$ cat config.mk
export PLATFORM = sky130hd
export DESIGN_NAME = accel_stillness_landing_detector_core_flat
export DESIGN_NICKNAME = d
export VERILOG_FILES = /design/src/design/lsd_pkg.sv /design/src/design/lsd_req_if.sv /design/src/design/lsd_rsp_if.sv /design/src/design/lsd_front.sv /design/src/design/lsd_queue.sv /design/src/design/lsd_mean_div.sv /design/src/design/lsd_back.sv /design/src/design/accel_stillness_landing_detector_core.sv /design/src/flat_wrapper.sv
export SDC_FILE = /design/constraint.sdc
export NUM_CORES = 2
export LEC_CHECK = 0
export ABC_AREA = 1
export BUFFER_PORTS_ARGS = -buffer_cell sky130_fd_sc_hd__buf_2
export CORE_MARGIN = 3
export CORE_UTILIZATION = 60
export DETAILED_ROUTE_END_ITERATION = 6
export PLACE_DENSITY = 0.76
export SYNTH_ARGS = -nofsm -noshare
export SYNTH_HDL_FRONTEND = slang
export SYNTH_SLANG_ARGS = --single-unit
export TNS_END_PERCENT = 20
$ cat constraint.sdc
create_clock -name clock -period 23.3 [get_ports clock]
set_input_delay 2.33 -clock clock [delete_from_list [all_inputs] [get_ports clock]]
set_output_delay 2.33 -clock clock [all_outputs]
set_load 0.02 [all_outputs]
$ cat src/design/lsd_pkg.sv
// ----------------------------------------------------------------------------
// lsd_pkg: shared types and constants of the stillness / landing detector
// Field widths, register indexes, command codes and reset values.
// ----------------------------------------------------------------------------
package lsd_pkg;

   // field widths
   localparam int SAMPLE_W    = 10;
   localparam int OUT_W       = 17;
   localparam int CNT_W       = 16;
   localparam int BAND_W      = 10;

   // configuration port
   localparam int CSR_IDX_W   = 1;
   localparam int CSR_DATA_W  = 16;
   localparam logic [CSR_IDX_W-1:0] CSR_STILL_COUNT = 1'b0;
   localparam logic [CSR_IDX_W-1:0] CSR_STILL_BAND  = 1'b1;

   // request command codes, also used as job kinds
   localparam logic CMD_CALIB   = 1'b0;
   localparam logic CMD_MEASURE = 1'b1;

   // reset values
   localparam logic [CNT_W-1:0]  STILL_COUNT_RESET = 16'd10;
   localparam logic [BAND_W-1:0] STILL_BAND_RESET  = 10'd5;
   localparam int                REF_RESET_COUNTS  = 1000;

   // job queue between front and back
   localparam int QUEUE_DEPTH = 4;
   localparam int QPTR_W      = $clog2(QUEUE_DEPTH);
   localparam int QCNT_W      = $clog2(QUEUE_DEPTH + 1);

   typedef struct packed {
      logic [CNT_W-1:0]  still_count;
      logic [BAND_W-1:0] still_band;
   } csr_regs_type;

endpackage

$ cat src/design/lsd_req_if.sv
// ----------------------------------------------------------------------------
// lsd_req_if: request channel of the stillness / landing detector
// One three-axis ADC sample and its command per request.
// ----------------------------------------------------------------------------
interface lsd_req_if;
   import lsd_pkg::*;

   logic                valid;
   logic                ready;
   logic                command;
   logic [SAMPLE_W-1:0] sample_x;
   logic [SAMPLE_W-1:0] sample_y;
   logic [SAMPLE_W-1:0] sample_z;

   modport source (output valid, command, sample_x, sample_y, sample_z, input ready);
   modport sink   (input valid, command, sample_x, sample_y, sample_z, output ready);

endinterface

$ cat src/design/lsd_rsp_if.sv
// ----------------------------------------------------------------------------
// lsd_rsp_if: result channel of the stillness / landing detector
// Offset-corrected window means, countdown and landed flag.
// ----------------------------------------------------------------------------
interface lsd_rsp_if;
   import lsd_pkg::*;

   logic                    valid;
   logic                    ready;
   logic signed [OUT_W-1:0] accel_x;
   logic signed [OUT_W-1:0] accel_y;
   logic signed [OUT_W-1:0] accel_z;
   logic signed [OUT_W-1:0] still_left;
   logic                    landed;

   modport source (output valid, accel_x, accel_y, accel_z, still_left, landed, input ready);
   modport sink   (input valid, accel_x, accel_y, accel_z, still_left, landed, output ready);

endinterface

$ cat src/design/lsd_front.sv
// ----------------------------------------------------------------------------
// lsd_front: request intake and window accumulation
// Sorts samples into calibration or measurement windows and pushes one job
// with the three axis sums when a window closes.
// ----------------------------------------------------------------------------
module lsd_front #(
   parameter int CAL_SAMPLES = 100,
   parameter int AVG_SAMPLES = 25,
   parameter int SUM_W       = 17
) (
   input  logic                  clock,
   input  logic                  reset,
   lsd_req_if.sink               req_ch,
   input  logic                  queue_full,
   output logic                  job_push,
   output logic                  job_kind,
   output logic [2:0][SUM_W-1:0] job_sums
);
   import lsd_pkg::*;

   localparam int CCNT_W = (CAL_SAMPLES > 1) ? $clog2(CAL_SAMPLES) : 1;
   localparam int WCNT_W = (AVG_SAMPLES > 1) ? $clog2(AVG_SAMPLES) : 1;
   localparam int CSUM_W = SAMPLE_W + $clog2(CAL_SAMPLES);
   localparam int WSUM_W = SAMPLE_W + $clog2(AVG_SAMPLES);

   logic                     accept;
   logic [2:0][SAMPLE_W-1:0] sample;
   logic                     cal_end;
   logic                     win_end;
   logic [CCNT_W-1:0]        cal_cnt_ff, cal_cnt_in;
   logic [WCNT_W-1:0]        win_cnt_ff, win_cnt_in;
   logic [2:0][CSUM_W-1:0]   cal_sum_ff, cal_sum_in, cal_add;
   logic [2:0][WSUM_W-1:0]   win_sum_ff, win_sum_in, win_add;

   // take a request whenever the queue has room for its job
   assign req_ch.ready = !queue_full;
   assign accept       = req_ch.valid && req_ch.ready;
   assign sample       = {req_ch.sample_z, req_ch.sample_y, req_ch.sample_x};

   assign cal_end = (cal_cnt_ff == CCNT_W'(CAL_SAMPLES - 1));
   assign win_end = (win_cnt_ff == WCNT_W'(AVG_SAMPLES - 1));

   // add the new sample to both running sums
   always_comb begin
      for (int a = 0; a < 3; a++) begin
         cal_add[a] = cal_sum_ff[a] + CSUM_W'(sample[a]);
         win_add[a] = win_sum_ff[a] + WSUM_W'(sample[a]);
      end
   end

   // advance the window of the request's kind; close it on its last sample
   always_comb begin
      cal_cnt_in = cal_cnt_ff;
      cal_sum_in = cal_sum_ff;
      win_cnt_in = win_cnt_ff;
      win_sum_in = win_sum_ff;
      job_push   = 1'b0;
      job_kind   = req_ch.command;
      for (int a = 0; a < 3; a++) begin
         job_sums[a] = (req_ch.command == CMD_CALIB) ? SUM_W'(cal_add[a])
                                                     : SUM_W'(win_add[a]);
      end
      if (accept) begin
         if (req_ch.command == CMD_CALIB) begin
            if (cal_end) begin
               cal_cnt_in = '0;
               cal_sum_in = '0;
               job_push   = 1'b1;
            end else begin
               cal_cnt_in = cal_cnt_ff + CCNT_W'(1);
               cal_sum_in = cal_add;
            end
         end else begin
            if (win_end) begin
               win_cnt_in = '0;
               win_sum_in = '0;
               job_push   = 1'b1;
            end else begin
               win_cnt_in = win_cnt_ff + WCNT_W'(1);
               win_sum_in = win_add;
            end
         end
      end
   end

   always_ff @(posedge clock) begin
      if (reset) begin
         cal_cnt_ff <= '0;
         cal_sum_ff <= '0;
         win_cnt_ff <= '0;
         win_sum_ff <= '0;
      end else begin
         cal_cnt_ff <= cal_cnt_in;
         cal_sum_ff <= cal_sum_in;
         win_cnt_ff <= win_cnt_in;
         win_sum_ff <= win_sum_in;
      end
   end

endmodule

$ cat src/design/lsd_queue.sv
// ----------------------------------------------------------------------------
// lsd_queue: short job queue between front and back
// Register-based FIFO; lets intake and arithmetic stall independently.
// ----------------------------------------------------------------------------
module lsd_queue #(
   parameter int DATA_W = 52
) (
   input  logic              clock,
   input  logic              reset,
   input  logic              push,
   input  logic [DATA_W-1:0] push_data,
   output logic              full,
   output logic              valid,
   input  logic              pop,
   output logic [DATA_W-1:0] pop_data
);
   import lsd_pkg::*;

   logic [DATA_W-1:0] mem_ff [QUEUE_DEPTH];
   logic [QPTR_W-1:0] wr_ptr_ff, wr_ptr_in;
   logic [QPTR_W-1:0] rd_ptr_ff, rd_ptr_in;
   logic [QCNT_W-1:0] count_ff, count_in;

   assign full     = (count_ff == QCNT_W'(QUEUE_DEPTH));
   assign valid    = (count_ff != '0);
   assign pop_data = mem_ff[rd_ptr_ff];

   // advance pointers with wrap, track fill level
   always_comb begin
      wr_ptr_in = wr_ptr_ff;
      rd_ptr_in = rd_ptr_ff;
      count_in  = count_ff;
      if (push) begin
         wr_ptr_in = (wr_ptr_ff == QPTR_W'(QUEUE_DEPTH - 1)) ? '0 : wr_ptr_ff + QPTR_W'(1);
      end
      if (pop) begin
         rd_ptr_in = (rd_ptr_ff == QPTR_W'(QUEUE_DEPTH - 1)) ? '0 : rd_ptr_ff + QPTR_W'(1);
      end
      if (push && !pop) begin
         count_in = count_ff + QCNT_W'(1);
      end else if (pop && !push) begin
         count_in = count_ff - QCNT_W'(1);
      end
   end

   always_ff @(posedge clock) begin
      if (reset) begin
         wr_ptr_ff <= '0;
         rd_ptr_ff <= '0;
         count_ff  <= '0;
      end else begin
         wr_ptr_ff <= wr_ptr_in;
         rd_ptr_ff <= rd_ptr_in;
         count_ff  <= count_in;
      end
   end

   // store the pushed job
   always_ff @(posedge clock) begin
      if (push) begin
         mem_ff[wr_ptr_ff] <= push_data;
      end
   end

   a_no_overflow : assert property (@(posedge clock) disable iff (reset)
      push |-> !full)
      else $error("job pushed into a full queue");

   a_no_underflow : assert property (@(posedge clock) disable iff (reset)
      pop |-> valid)
      else $error("job popped from an empty queue");

   a_empty_ptrs : assert property (@(posedge clock) disable iff (reset)
      (count_ff == '0) |-> (wr_ptr_ff == rd_ptr_ff))
      else $error("empty queue with pointers apart");

endmodule

$ cat src/design/lsd_mean_div.sv
// ----------------------------------------------------------------------------
// lsd_mean_div: three-stage rounded mean by a constant divisor
// Computes (sum * 2^FRAC_BITS + DIVISOR/2) / DIVISOR as an integer quotient
// plus a rounded fraction, each by an exact reciprocal multiply.
// ----------------------------------------------------------------------------
module lsd_mean_div #(
   parameter int DIVISOR   = 25,
   parameter int SUM_W     = 17,
   parameter int FRAC_BITS = 6
) (
   input  logic                                 clock,
   input  logic                                 en,
   input  logic [SUM_W-1:0]                     sum_in,
   output logic [lsd_pkg::SAMPLE_W+FRAC_BITS:0] mean_out
);
   import lsd_pkg::*;

   // floor(x * M >> (K + L)) == floor(x / DIVISOR) for every x below 2^K
   localparam int L    = $clog2(DIVISOR);
   localparam int K1   = SUM_W;
   localparam int P1_W = 2 * K1 + 1;
   localparam longint unsigned M1 =
      ((64'd1 << (K1 + L)) + 64'(DIVISOR) - 64'd1) / 64'(DIVISOR);
   localparam int Q1_W = SAMPLE_W;
   localparam int RW   = (L > 0) ? L : 1;
   localparam int K2   = RW + FRAC_BITS + 1;
   localparam int P2_W = 2 * K2 + 1;
   localparam longint unsigned M2 =
      ((64'd1 << (K2 + L)) + 64'(DIVISOR) - 64'd1) / 64'(DIVISOR);
   localparam int HALF   = DIVISOR / 2;
   localparam int Q2_W   = FRAC_BITS + 1;
   localparam int MEAN_W = SAMPLE_W + FRAC_BITS + 1;

   logic [P1_W-1:0]  p1;
   logic [Q1_W-1:0]  q1_in;
   logic [Q1_W-1:0]  q1a_ff, q1b_ff, q1c_ff;
   logic [SUM_W-1:0] sum_ff;
   logic [SUM_W-1:0] rem_full;
   logic [K2-1:0]    x2_in, x2_ff;
   logic [P2_W-1:0]  p2;
   logic [Q2_W-1:0]  q2_in, q2_ff;

   // stage 1: integer part of the mean
   assign p1    = P1_W'(sum_in) * P1_W'(M1);
   assign q1_in = p1[K1 + L +: Q1_W];

   // stage 2: remainder, scaled and biased for round-half-up
   assign rem_full = sum_ff - SUM_W'(32'(q1a_ff) * 32'(DIVISOR));
   assign x2_in    = (K2'(rem_full[RW-1:0]) << FRAC_BITS) + K2'(HALF);

   // stage 3: fraction bits of the mean
   assign p2    = P2_W'(x2_ff) * P2_W'(M2);
   assign q2_in = p2[K2 + L +: Q2_W];

   assign mean_out = (MEAN_W'(q1c_ff) << FRAC_BITS) + MEAN_W'(q2_ff);

   // advance all stages together
   always_ff @(posedge clock) begin
      if (en) begin
         sum_ff <= sum_in;
         q1a_ff <= q1_in;
         q1b_ff <= q1a_ff;
         x2_ff  <= x2_in;
         q1c_ff <= q1b_ff;
         q2_ff  <= q2_in;
      end
   end

endmodule

$ cat src/design/lsd_back.sv
// ----------------------------------------------------------------------------
// lsd_back: job execution and stillness detection
// Divides the window sums, loads offsets from calibration jobs, corrects
// measurement means, runs the stillness countdown and holds the result.
// ----------------------------------------------------------------------------
module lsd_back #(
   parameter int CAL_SAMPLES = 100,
   parameter int AVG_SAMPLES = 25,
   parameter int FRAC_BITS   = 6,
   parameter int SUM_W       = 17
) (
   input  logic                  clock,
   input  logic                  reset,
   input  logic                  job_valid,
   input  logic                  job_kind,
   input  logic [2:0][SUM_W-1:0] job_sums,
   output logic                  job_pop,
   input  lsd_pkg::csr_regs_type csr,
   lsd_rsp_if.source             rsp_ch
);
   import lsd_pkg::*;

   localparam int MEAN_W = SAMPLE_W + FRAC_BITS + 1;
   localparam int ACC_W  = MEAN_W + 1;
   localparam int D_W    = ACC_W + 1;

   logic                     adv;
   logic [2:0]               vld_ff, vld_in;
   logic [2:0]               kind_ff, kind_in;
   logic [2:0][MEAN_W-1:0]   cal_mean;
   logic [2:0][MEAN_W-1:0]   meas_mean;
   logic [MEAN_W-1:0]        offset_ff [3];
   logic signed [ACC_W-1:0]  acc_in [3];
   logic signed [ACC_W-1:0]  acc_ff [3];
   logic                     acc_vld_ff, acc_vld_in;
   logic signed [ACC_W-1:0]  reference_ff [3];
   logic signed [OUT_W-1:0]  still_cd_ff;
   logic signed [OUT_W-1:0]  cd_next;
   logic signed [D_W-1:0]    band_s;
   logic signed [D_W-1:0]    dev [3];
   logic                     is_still;
   logic                     rsp_valid_ff, rsp_valid_in;
   logic signed [OUT_W-1:0]  accel_ff [3];
   logic signed [OUT_W-1:0]  still_left_ff;
   logic                     landed_ff;

   // whole pipeline moves unless a finished result is stuck
   assign adv     = !rsp_valid_ff || rsp_ch.ready;
   assign job_pop = job_valid && adv;
   assign vld_in  = {vld_ff[1:0], job_pop};
   assign kind_in = {kind_ff[1:0], job_kind};

   // one divider pair per axis, both fed every job
   for (genvar a = 0; a < 3; a++) begin : g_axis
      lsd_mean_div #(
         .DIVISOR   (CAL_SAMPLES),
         .SUM_W     (SUM_W),
         .FRAC_BITS (FRAC_BITS)
      ) u_cal_div (
         .clock    (clock),
         .en       (adv),
         .sum_in   (job_sums[a]),
         .mean_out (cal_mean[a])
      );

      lsd_mean_div #(
         .DIVISOR   (AVG_SAMPLES),
         .SUM_W     (SUM_W),
         .FRAC_BITS (FRAC_BITS)
      ) u_meas_div (
         .clock    (clock),
         .en       (adv),
         .sum_in   (job_sums[a]),
         .mean_out (meas_mean[a])
      );
   end

   // correct measurement means with the offsets in force at this point
   always_comb begin
      for (int a = 0; a < 3; a++) begin
         acc_in[a] = $signed(ACC_W'(meas_mean[a])) - $signed(ACC_W'(offset_ff[a]));
      end
   end
   assign acc_vld_in = vld_ff[2] && (kind_ff[2] == CMD_MEASURE);

   // compare against the reference inside the strict band
   assign band_s = $signed(D_W'(csr.still_band) << FRAC_BITS);
   always_comb begin
      is_still = 1'b1;
      for (int a = 0; a < 3; a++) begin
         dev[a] = D_W'(reference_ff[a]) - D_W'(acc_ff[a]);
         if (!((dev[a] > -band_s) && (dev[a] < band_s))) begin
            is_still = 1'b0;
         end
      end
   end

   // count down while still, stop at minus one; reload on movement
   always_comb begin
      if (is_still) begin
         cd_next = still_cd_ff[OUT_W-1] ? still_cd_ff : still_cd_ff - OUT_W'(1);
      end else begin
         cd_next = $signed({1'b0, csr.still_count});
      end
   end

   // hold the result until taken, load the next one behind it
   always_comb begin
      rsp_valid_in = rsp_valid_ff && !rsp_ch.ready;
      if (adv && acc_vld_ff) begin
         rsp_valid_in = 1'b1;
      end
   end

   // control state and stored detector state
   always_ff @(posedge clock) begin
      if (reset) begin
         vld_ff       <= '0;
         acc_vld_ff   <= 1'b0;
         rsp_valid_ff <= 1'b0;
         still_cd_ff  <= $signed({1'b0, STILL_COUNT_RESET});
         for (int a = 0; a < 3; a++) begin
            offset_ff[a]    <= '0;
            reference_ff[a] <= $signed(ACC_W'(REF_RESET_COUNTS) << FRAC_BITS);
         end
      end else begin
         rsp_valid_ff <= rsp_valid_in;
         if (adv) begin
            vld_ff     <= vld_in;
            acc_vld_ff <= acc_vld_in;
            if (vld_ff[2] && (kind_ff[2] == CMD_CALIB)) begin
               for (int a = 0; a < 3; a++) begin
                  offset_ff[a] <= cal_mean[a];
               end
            end
            if (acc_vld_ff) begin
               still_cd_ff <= cd_next;
               if (!is_still) begin
                  for (int a = 0; a < 3; a++) begin
                     reference_ff[a] <= acc_ff[a];
                  end
               end
            end
         end
      end
   end

   // payload stages
   always_ff @(posedge clock) begin
      if (adv) begin
         kind_ff <= kind_in;
         for (int a = 0; a < 3; a++) begin
            acc_ff[a] <= acc_in[a];
         end
         if (acc_vld_ff) begin
            for (int a = 0; a < 3; a++) begin
               accel_ff[a] <= OUT_W'(acc_ff[a]);
            end
            still_left_ff <= cd_next;
            landed_ff     <= cd_next[OUT_W-1];
         end
      end
   end

   assign rsp_ch.valid      = rsp_valid_ff;
   assign rsp_ch.accel_x    = accel_ff[0];
   assign rsp_ch.accel_y    = accel_ff[1];
   assign rsp_ch.accel_z    = accel_ff[2];
   assign rsp_ch.still_left = still_left_ff;
   assign rsp_ch.landed     = landed_ff;

   a_stall_freezes : assert property (@(posedge clock) disable iff (reset)
      !adv |=> ($stable(vld_ff) && $stable(acc_vld_ff)))
      else $error("pipeline moved while the result was stalled");

   a_cd_floor : assert property (@(posedge clock) disable iff (reset)
      !still_cd_ff[OUT_W-1] || (still_cd_ff == {OUT_W{1'b1}}))
      else $error("countdown fell below minus one");

   a_landed_sign : assert property (@(posedge clock) disable iff (reset)
      rsp_valid_ff |-> (landed_ff == still_left_ff[OUT_W-1]))
      else $error("landed flag disagrees with countdown sign");

   a_result_loaded : assert property (@(posedge clock) disable iff (reset)
      (adv && acc_vld_ff) |=> rsp_valid_ff)
      else $error("finished measurement did not reach the output register");

endmodule

$ cat src/design/accel_stillness_landing_detector_core.sv
// ----------------------------------------------------------------------------
// accel_stillness_landing_detector_core: accelerometer landing detector
// Calibrates per-axis offsets, averages measurement windows and declares
// landing after a run of still windows.
//
//   channel  direction  handshake        payload
//   req_ch   in         valid / ready    command, sample_x/y/z (10 bit)
//   rsp_ch   out        valid / ready    accel_x/y/z, still_left (17 bit s), landed
//   csr_*    in         csr_we           csr_index, csr_wdata (16 bit)
//
// One request is taken per cycle; req_ch.ready drops only when the four-entry
// job queue is full.
// After the request that closes its window, a result passes through the queue,
// three divider stages, offset correction and the output register.
// A result waiting in the output register holds the whole back end; the queue
// then absorbs up to four window closures before req_ch.ready drops.
// Reset is synchronous and active high; it clears control and detector state, not payload.
// ----------------------------------------------------------------------------
module accel_stillness_landing_detector_core #(
   parameter int CAL_SAMPLES = 100,
   parameter int AVG_SAMPLES = 25,
   parameter int FRAC_BITS   = 6
) (
   input  logic                            clock,
   input  logic                            reset,
   lsd_req_if.sink                         req_ch,
   lsd_rsp_if.source                       rsp_ch,
   input  logic                            csr_we,
   input  logic [lsd_pkg::CSR_IDX_W-1:0]   csr_index,
   input  logic [lsd_pkg::CSR_DATA_W-1:0]  csr_wdata
);
   import lsd_pkg::*;

   localparam int MAX_WIN = (CAL_SAMPLES > AVG_SAMPLES) ? CAL_SAMPLES : AVG_SAMPLES;
   localparam int SUM_W   = SAMPLE_W + $clog2(MAX_WIN);
   localparam int QD_W    = 1 + 3 * SUM_W;

   csr_regs_type          csr_ff, csr_in;
   logic                  job_push;
   logic                  job_kind;
   logic [2:0][SUM_W-1:0] job_sums;
   logic                  queue_full;
   logic                  queue_valid;
   logic                  queue_pop;
   logic [QD_W-1:0]       queue_data;
   logic                  q_kind;
   logic [2:0][SUM_W-1:0] q_sums;

   // decode register writes
   always_comb begin
      csr_in = csr_ff;
      if (csr_we) begin
         unique case (csr_index)
            CSR_STILL_COUNT: csr_in.still_count = csr_wdata[CNT_W-1:0];
            CSR_STILL_BAND:  csr_in.still_band  = csr_wdata[BAND_W-1:0];
            default: ;
         endcase
      end
   end

   always_ff @(posedge clock) begin
      if (reset) begin
         csr_ff.still_count <= STILL_COUNT_RESET;
         csr_ff.still_band  <= STILL_BAND_RESET;
      end else begin
         csr_ff <= csr_in;
      end
   end

   lsd_front #(
      .CAL_SAMPLES (CAL_SAMPLES),
      .AVG_SAMPLES (AVG_SAMPLES),
      .SUM_W       (SUM_W)
   ) u_front (
      .clock      (clock),
      .reset      (reset),
      .req_ch     (req_ch),
      .queue_full (queue_full),
      .job_push   (job_push),
      .job_kind   (job_kind),
      .job_sums   (job_sums)
   );

   lsd_queue #(
      .DATA_W (QD_W)
   ) u_queue (
      .clock     (clock),
      .reset     (reset),
      .push      (job_push),
      .push_data ({job_kind, job_sums}),
      .full      (queue_full),
      .valid     (queue_valid),
      .pop       (queue_pop),
      .pop_data  (queue_data)
   );

   // split the queued job
   assign q_kind = queue_data[QD_W-1];
   assign q_sums = queue_data[QD_W-2:0];

   lsd_back #(
      .CAL_SAMPLES (CAL_SAMPLES),
      .AVG_SAMPLES (AVG_SAMPLES),
      .FRAC_BITS   (FRAC_BITS),
      .SUM_W       (SUM_W)
   ) u_back (
      .clock     (clock),
      .reset     (reset),
      .job_valid (queue_valid),
      .job_kind  (q_kind),
      .job_sums  (q_sums),
      .job_pop   (queue_pop),
      .csr       (csr_ff),
      .rsp_ch    (rsp_ch)
   );

endmodule

$ cat src/flat_wrapper.sv
// flat-port wrapper written by rule: the top's interface ports become plain ports
module accel_stillness_landing_detector_core_flat import lsd_pkg::*;
#(
   parameter int CAL_SAMPLES = 100,
   parameter int AVG_SAMPLES = 25,
   parameter int FRAC_BITS   = 6
)
  (clock, reset, csr_we, csr_index, csr_wdata, req_ch_valid, req_ch_command, req_ch_sample_x, req_ch_sample_y, req_ch_sample_z, req_ch_ready, rsp_ch_valid, rsp_ch_accel_x, rsp_ch_accel_y, rsp_ch_accel_z, rsp_ch_still_left, rsp_ch_landed, rsp_ch_ready);
  lsd_req_if req_ch_i ();
  lsd_rsp_if rsp_ch_i ();
  input  logic clock;
  input  logic reset;
  input  logic csr_we;
  input  logic [lsd_pkg::CSR_IDX_W-1:0] csr_index;
  input  logic [lsd_pkg::CSR_DATA_W-1:0] csr_wdata;
  input wire logic [$bits(req_ch_i.valid)-1:0] req_ch_valid;
  input wire logic [$bits(req_ch_i.command)-1:0] req_ch_command;
  input wire logic [$bits(req_ch_i.sample_x)-1:0] req_ch_sample_x;
  input wire logic [$bits(req_ch_i.sample_y)-1:0] req_ch_sample_y;
  input wire logic [$bits(req_ch_i.sample_z)-1:0] req_ch_sample_z;
  output wire logic [$bits(req_ch_i.ready)-1:0] req_ch_ready;
  output wire logic [$bits(rsp_ch_i.valid)-1:0] rsp_ch_valid;
  output wire logic [$bits(rsp_ch_i.accel_x)-1:0] rsp_ch_accel_x;
  output wire logic [$bits(rsp_ch_i.accel_y)-1:0] rsp_ch_accel_y;
  output wire logic [$bits(rsp_ch_i.accel_z)-1:0] rsp_ch_accel_z;
  output wire logic [$bits(rsp_ch_i.still_left)-1:0] rsp_ch_still_left;
  output wire logic [$bits(rsp_ch_i.landed)-1:0] rsp_ch_landed;
  input wire logic [$bits(rsp_ch_i.ready)-1:0] rsp_ch_ready;
  assign req_ch_i.valid = req_ch_valid;
  assign req_ch_i.command = req_ch_command;
  assign req_ch_i.sample_x = req_ch_sample_x;
  assign req_ch_i.sample_y = req_ch_sample_y;
  assign req_ch_i.sample_z = req_ch_sample_z;
  assign req_ch_ready = req_ch_i.ready;
  assign rsp_ch_valid = rsp_ch_i.valid;
  assign rsp_ch_accel_x = rsp_ch_i.accel_x;
  assign rsp_ch_accel_y = rsp_ch_i.accel_y;
  assign rsp_ch_accel_z = rsp_ch_i.accel_z;
  assign rsp_ch_still_left = rsp_ch_i.still_left;
  assign rsp_ch_landed = rsp_ch_i.landed;
  assign rsp_ch_i.ready = rsp_ch_ready;
  accel_stillness_landing_detector_core #(.CAL_SAMPLES(CAL_SAMPLES), .AVG_SAMPLES(AVG_SAMPLES), .FRAC_BITS(FRAC_BITS)) u_core (.clock(clock), .reset(reset), .req_ch(req_ch_i), .rsp_ch(rsp_ch_i), .csr_we(csr_we), .csr_index(csr_index), .csr_wdata(csr_wdata));
endmodule
# Word level (Yosys, flattened, before mapping)
# Memories as Yosys holds them, arrays and structs flattened. A register that Yosys moved wholly into a read port is not among the register bits.
# Cells that the tools add are included.
# op_classes
add_sub_neg,38
multipliers,15
div_mod_pow,0
magnitude_cmp,6
eq_ne,5
n_shift,0
n_mux,47
bitwise_logic,9
n_reduce_logical,24
# op_table
cell,n
2-to-1 mux 17 bit,8
adder 16 x 7 -> 17 bit,6
"multiplier 17 x 18 -> 34 bit, second input constant",3
"multiplier 14 x 13 -> 26 bit, second input constant",3
"multiplier 12 x 13 -> 24 bit, second input constant",3
"multiplier 10 x 5 -> 5 bit, second input constant",6
greater-than comparator 19 bit,3
less-than comparator 19 x 17 -> 1 bit,3
subtractor 18 x 18 -> 19 bit,3
2-to-1 mux 18 bit,3
subtractor 17 x 17 -> 18 bit,3
adder 17 x 10 -> 17 bit,3
2-to-1 mux 51 bit,1
adder 15 x 10 -> 15 bit,3
2-to-1 mux 45 bit,1
"adder 13 x 6 -> 14 bit, second input constant",3
"adder 11 x 4 -> 12 bit, second input constant",3
2-to-1 mux 1 bit,26
subtractor 7 bit,3
negation 16 -> 19 bit,1
"subtractor 17 x 2 -> 17 bit, second input constant",1
subtractor 5 bit,3
logical AND 1 bit,11
AND reduction 2 bit,5
other kinds (19),36
# word_totals
reg_bits,505
latchBits,0
mem_bits_rw,418
mem_bits_ro,0
out_inout_bits,71
wordCells,202
n_memories,5
# mem_list
name,depth,word_bits,read_ports,rd_clocked_by_memory_dff,write_ports,line_no,rtl
u_core.u_queue.mem_ff,4,52,1,1,1,lsd_queue.sv:19,logic [DATA_W-1:0] mem_ff [QUEUE_DEPTH];
u_core.u_back.acc_ff,3,18,3,0,3,lsd_back.sv:34,logic signed [ACC_W-1:0] acc_ff [3];
u_core.u_back.reference_ff,3,18,3,0,3,lsd_back.sv:36,logic signed [ACC_W-1:0] reference_ff [3];
u_core.u_back.accel_ff,3,17,3,0,3,lsd_back.sv:43,logic signed [OUT_W-1:0] accel_ff [3];
u_core.u_back.offset_ff,3,17,3,0,3,lsd_back.sv:32,logic [MEAN_W-1:0] offset_ff [3];

# Depth between registers and ports, before layout
# An unclocked memory read counts as a cell.
# depth
word_depth,13
ltp_mapped,32

# Hierarchy
# A second synthesis with hierarchy kept.
# hier_totals
hier_cells,10884
hier_area_um2,93895.1
# modules_own_cells
module,instances,cells_per_inst,area_per_inst_um2
lsd_mean_div at u_core.u_back.g_axis[0].u_cal_div ...,2,1203,10411.2
lsd_back,1,1884,16439.5
lsd_mean_div at u_core.u_back.g_axis[2].u_cal_div,1,1203,10423.7
lsd_mean_div at u_core.u_back.g_axis[2].u_meas_div,1,1087,9495.4
lsd_mean_div at u_core.u_back.g_axis[1].u_meas_div,1,1073,9387.8
lsd_mean_div at u_core.u_back.g_axis[0].u_meas_div,1,1057,9334.0
lsd_front,1,1466,8788.4
lsd_queue,1,562,8146.6
accel_stillness_landing_detector_core,1,146,1057.3

# Least setup slack after synthesis
# No wires, ideal clock.
# synth_path
kind,in2reg
from,input rsp_ch_ready
to,"memory u_core.u_back.offset_ff[0][0] in the netlist's numbering, enable pin"
setup_time_ps,410
arrival_ps,9370
t_required_ps,22890
path_slack_ps,13520
cell_stages,4
cell_sequence,nor2_1 inv_1 nand3b_1 nand2_1
# synth_rtl
item,line_no,rtl
from (decl),flat_wrapper.sv:28,input wire logic [$bits(rsp_ch_i.ready)-1:0] rsp_ch_ready;
to (decl),lsd_back.sv:32,

==> run_results.csv <==
group,metric,value,unit
timing,hold_viol_final,0,
floorplan,die_x,345,um
detailed_routing,routed_wl,150000,um
synth,netlist_area,69100,sq um
timing,fmax,132,MHz
clock_tree,postCtsResizedCells,0,
synth,synthesis.nets,9036,
synth,yosysSeqAreaShare,32.8,%
global_routing,met3_usage,2.97,%
clock_tree,clk_latency,670,ps
timing,fin_worst_skew,36.0,ps
cells_and_area,mostFrequentLayoutCells,"inv_1 (1457), nand2_1 (1173), ha_1 (1147)",
detailed_routing,drt_iter0_drc,2772,
floorplan,fp.coreArea,113000,sq um
detailed_routing,vias,49300,
cells_and_area,nNetsFinal,9171,
global_routing,met2_usage,43.4,%
timing,maxSlewViolCount,0,
worst_setup_path,rr_endpoint,"u_core.u_back.g_axis[1].u_cal_div.q1a_ff[3]",
floorplan,start_util,60.9,%
cells_and_area,areaGrowthSynthToFinish,7.36,%
worst_setup_path,reg2reg_slack,15730,ps
timing,finalCriticalPeriod,7570,ps
global_routing,grt_usage,25.1,%
worst_hold_path,hold_depth,0,
synth,avgSynthCellArea,9.38,sq um
cells_and_area,layout_commonest_cell,"inv_1",
timing,rsz0062_at_grt,"no",
global_routing,grt_start_max_net_pins,131,
global_routing,grt_pass1_wl,246000,um
clock_tree,post_cts_buffers,0,
clock_tree,ctsHoldBuffers,0,
worst_setup_path,crit_path_max_fanout,57,
worst_hold_path,holdCritStartpoint,"u_core.u_back.g_axis[2].u_cal_div.q1a_ff[8]",
placement,post-dp-hpwl,120000,um
placement,port-buffer-count,123,
timing,tightest_slew,1160,ps
clock_tree,cts_tree,"done",
clock_tree,cts_root_buf,"clkbuf_16",
placement,gp_congestion,0.930,
clock_tree,max-clock-path-buffers,3,
global_routing,grt_use_met1,33.2,%
synth,synthTopCellsByArea,"edfxtp_1 (28%), ha_1 (21%), fa_1 (14%), inv_1 (7.9%), nand2_1 (6.4%)",
job,maxCapViolCount,0,
floorplan,die-area,119000,sq um
synth,ys_async_sr_fraction,0,%
timing,setup_violations,0,
clock_tree,htreeDepth,3,
timing,tns,0,ps
detailed_routing,wl_per_cell,16.6,um
cells_and_area,n_fill_cell,8991,
worst_setup_path,arrival,7960,ps
timing,relSlewSlack,21.8,%
cells_and_area,utilization,65.4,%
cells_and_area,drive_gt1_share,4.70,%
global_routing,overflow,0,
status,status,"finished, final reports clean",
clock_tree,clk_pin_slew,60,ps
synth,synth_edf_count,645,
detailed_routing,drt-pass1-iter-count,6,
worst_setup_path,critPathKind,"register to register",
floorplan,dieHeight,345,um
global_routing,grt_pass1_vias,49800,
placement,dp_slack,15720,ps
worst_hold_path,hold_end,"u_core.u_back.g_axis[2].u_cal_div.q1b_ff[8]",
synth,post-synth-top-area-cell,"edfxtp_1",
synth,synth_top_area_share,28.0,%
clock_tree,cts_sinks,810,
synth,synth_ff_type,"edfxtp_1",
detailed_routing,drc,0,
detailed_routing,detail_route.vias_per_cell,5.44,
synth,syn_inst,7367,
clock_tree,cts_buffers,84,
worst_hold_path,hold_path_class,"register to register",
global_routing,antenna_found_initial,1,
cells_and_area,diodes,0,
worst_setup_path,critPathCaptureType,"register",
floorplan,fp-row-count,123,
worst_setup_path,cp-start-kind,"register",
synth,ys_warn_count,0,
detailed_routing,detail-route-antenna-nets,0,
global_routing,grt_most_used_layer,"met2",
timing,setup_slack,15730,ps
synth,synth_cell_types,56,
worst_setup_path,critPathRequiredTime,23690,ps
worst_setup_path,worst-r2r-cell-count,22,
timing,period_share,32.5,%
synth,ys_seq_elements,810,
floorplan,ios,124,
## critical path: stages (launching register included)
cell	delay [ps]
dfxtp_4	410
inv_2	510
buf_4	580
nand2_1	110
a32oi_1	740
fa_1	630
fa_1	590
fa_1	460
fa_1	530
fa_1	550
inv_1	60
fa_1	530
inv_1	40
ha_1	330
nand2_1	90
inv_1	60
nand2_1	80
nor3_1	340
nand3_1	110
o21ai_0	300
nand2_1	90
nand2_1	80
xor2_1	60
## per-layer routing
layer,vias up,share of wire (%)
met2,1206,49
met5,-,0.0073
met4,2,2.7
li1,24400,-
met3,247,4.8
met1,23400,44
## synth_stat cells, types with 4 or more instances
cell type  number
a32oi_1        24
and3_1          4
inv_2           5
xor2_1        198
o21a_1         18
fa_1          469
nand3_2         4
ha_1         1147
dfxtp_1       165
nor3b_1         7
o21ai_0       235
o221ai_1        8
buf_1           6
nand2_1      1175
nor3_1         69
o22ai_1        18
o211ai_1       15
o21bai_1       20
edfxtp_1      645
nand3b_1        8
a21oi_1       545
o31ai_1         8
nor4_1         14
a31oi_1        29
nand4_1        48
a211oi_1        6
nor2_1        430
a21o_1         34
a221oi_1        5
o2111ai_1       6
or2_2          49
buf_2           9
inv_1        1461
clkbuf_1       82
xnor2_1        97
nand3_1       271
## flip-flops by register name, summed over array words and instances (netlist names), 26 cells and up, named ones only
signal                                 cells
u_core.u_back.g_axis.u_cal_div.q1a_ff     30
u_core.u_back.accel_ff                    51
u_core.u_back.offset_ff                   51
u_core.u_front.win_sum_ff                 45
u_core.u_back.acc_ff                      54
u_core.u_queue.mem_ff                    208
u_core.u_back.reference_ff                54
u_core.u_back.g_axis.u_cal_div.q1c_ff     30
u_core.u_back.g_axis.u_cal_div.q1b_ff     30
u_core.u_front.cal_sum_ff                 51
u_core.csr_ff                             26
## cell type report
class / instances / area (sq um) / share of cell area, %
well taps: 1500 / 1880 / 2.53
multi-input cells: 4985 / 40500 / 54.6
inverters: 1470 / 5530 / 7.45
repair buffers: 151 / 828 / 1.12
clock buffers: 102 / 2210 / 2.98
clock inverters: 51 / 528 / 0.712
flip-flops and latches: 810 / 22700 / 30.6
## per-stage QoR
step | hold slack, ps | area [sq um] | std cells
floorplan | 400 | 69100 | 7367
CTS | 408 | 74200 | 9069
global placement | 402 | 71400 | 8916
global route | 422 | 74200 | 9069
finish | 405 | 74200 | 9069
detailed placement | 405 | 71400 | 8916
## how the worst max path moves through the flow
stage	startpoint	cells past startpoint	slack (ps)	to
2_1_floorplan	rsp_ch_ready	4	13520	u_core.u_back.offset_ff[0][0]
3_3_place_gp	register	24	15860	u_core.u_back.g_axis[1].u_cal_div.q1a_ff[3]
3_5_place_dp	register	22	15720	u_core.u_back.g_axis[1].u_cal_div.q1a_ff[3]
4_1_cts	register	22	15700	u_core.u_back.g_axis[1].u_cal_div.q1a_ff[3]
5_1_grt	register	22	15160	u_core.u_back.g_axis[1].u_cal_div.q1a_ff[3]
6_report	register	22	15730	u_core.u_back.g_axis[1].u_cal_div.q1a_ff[3]
## cell families (layout without fill, tap and decap cells)
| family | after synthesis | count (layout) | share of synthesized area, % |
|---|---|---|---|
| flip-flops | 810 | 810 | 32.8 |
| AO/OA/AOI/OAI | 989 | 989 | 7.95 |
| AND/OR/NAND/NOR | 2085 | 2085 | 12.5 |
| adder cells (fa/ha/maj) | 1616 | 1616 | 34.4 |
| XOR/XNOR | 295 | 295 | 3.74 |
| buffers and inverters | 1572 | 1774 | 8.61 |
Power is left out: the tool's default activity adds up to more than one toggle a clock period on the data nets, which glitch-free logic cannot reach.
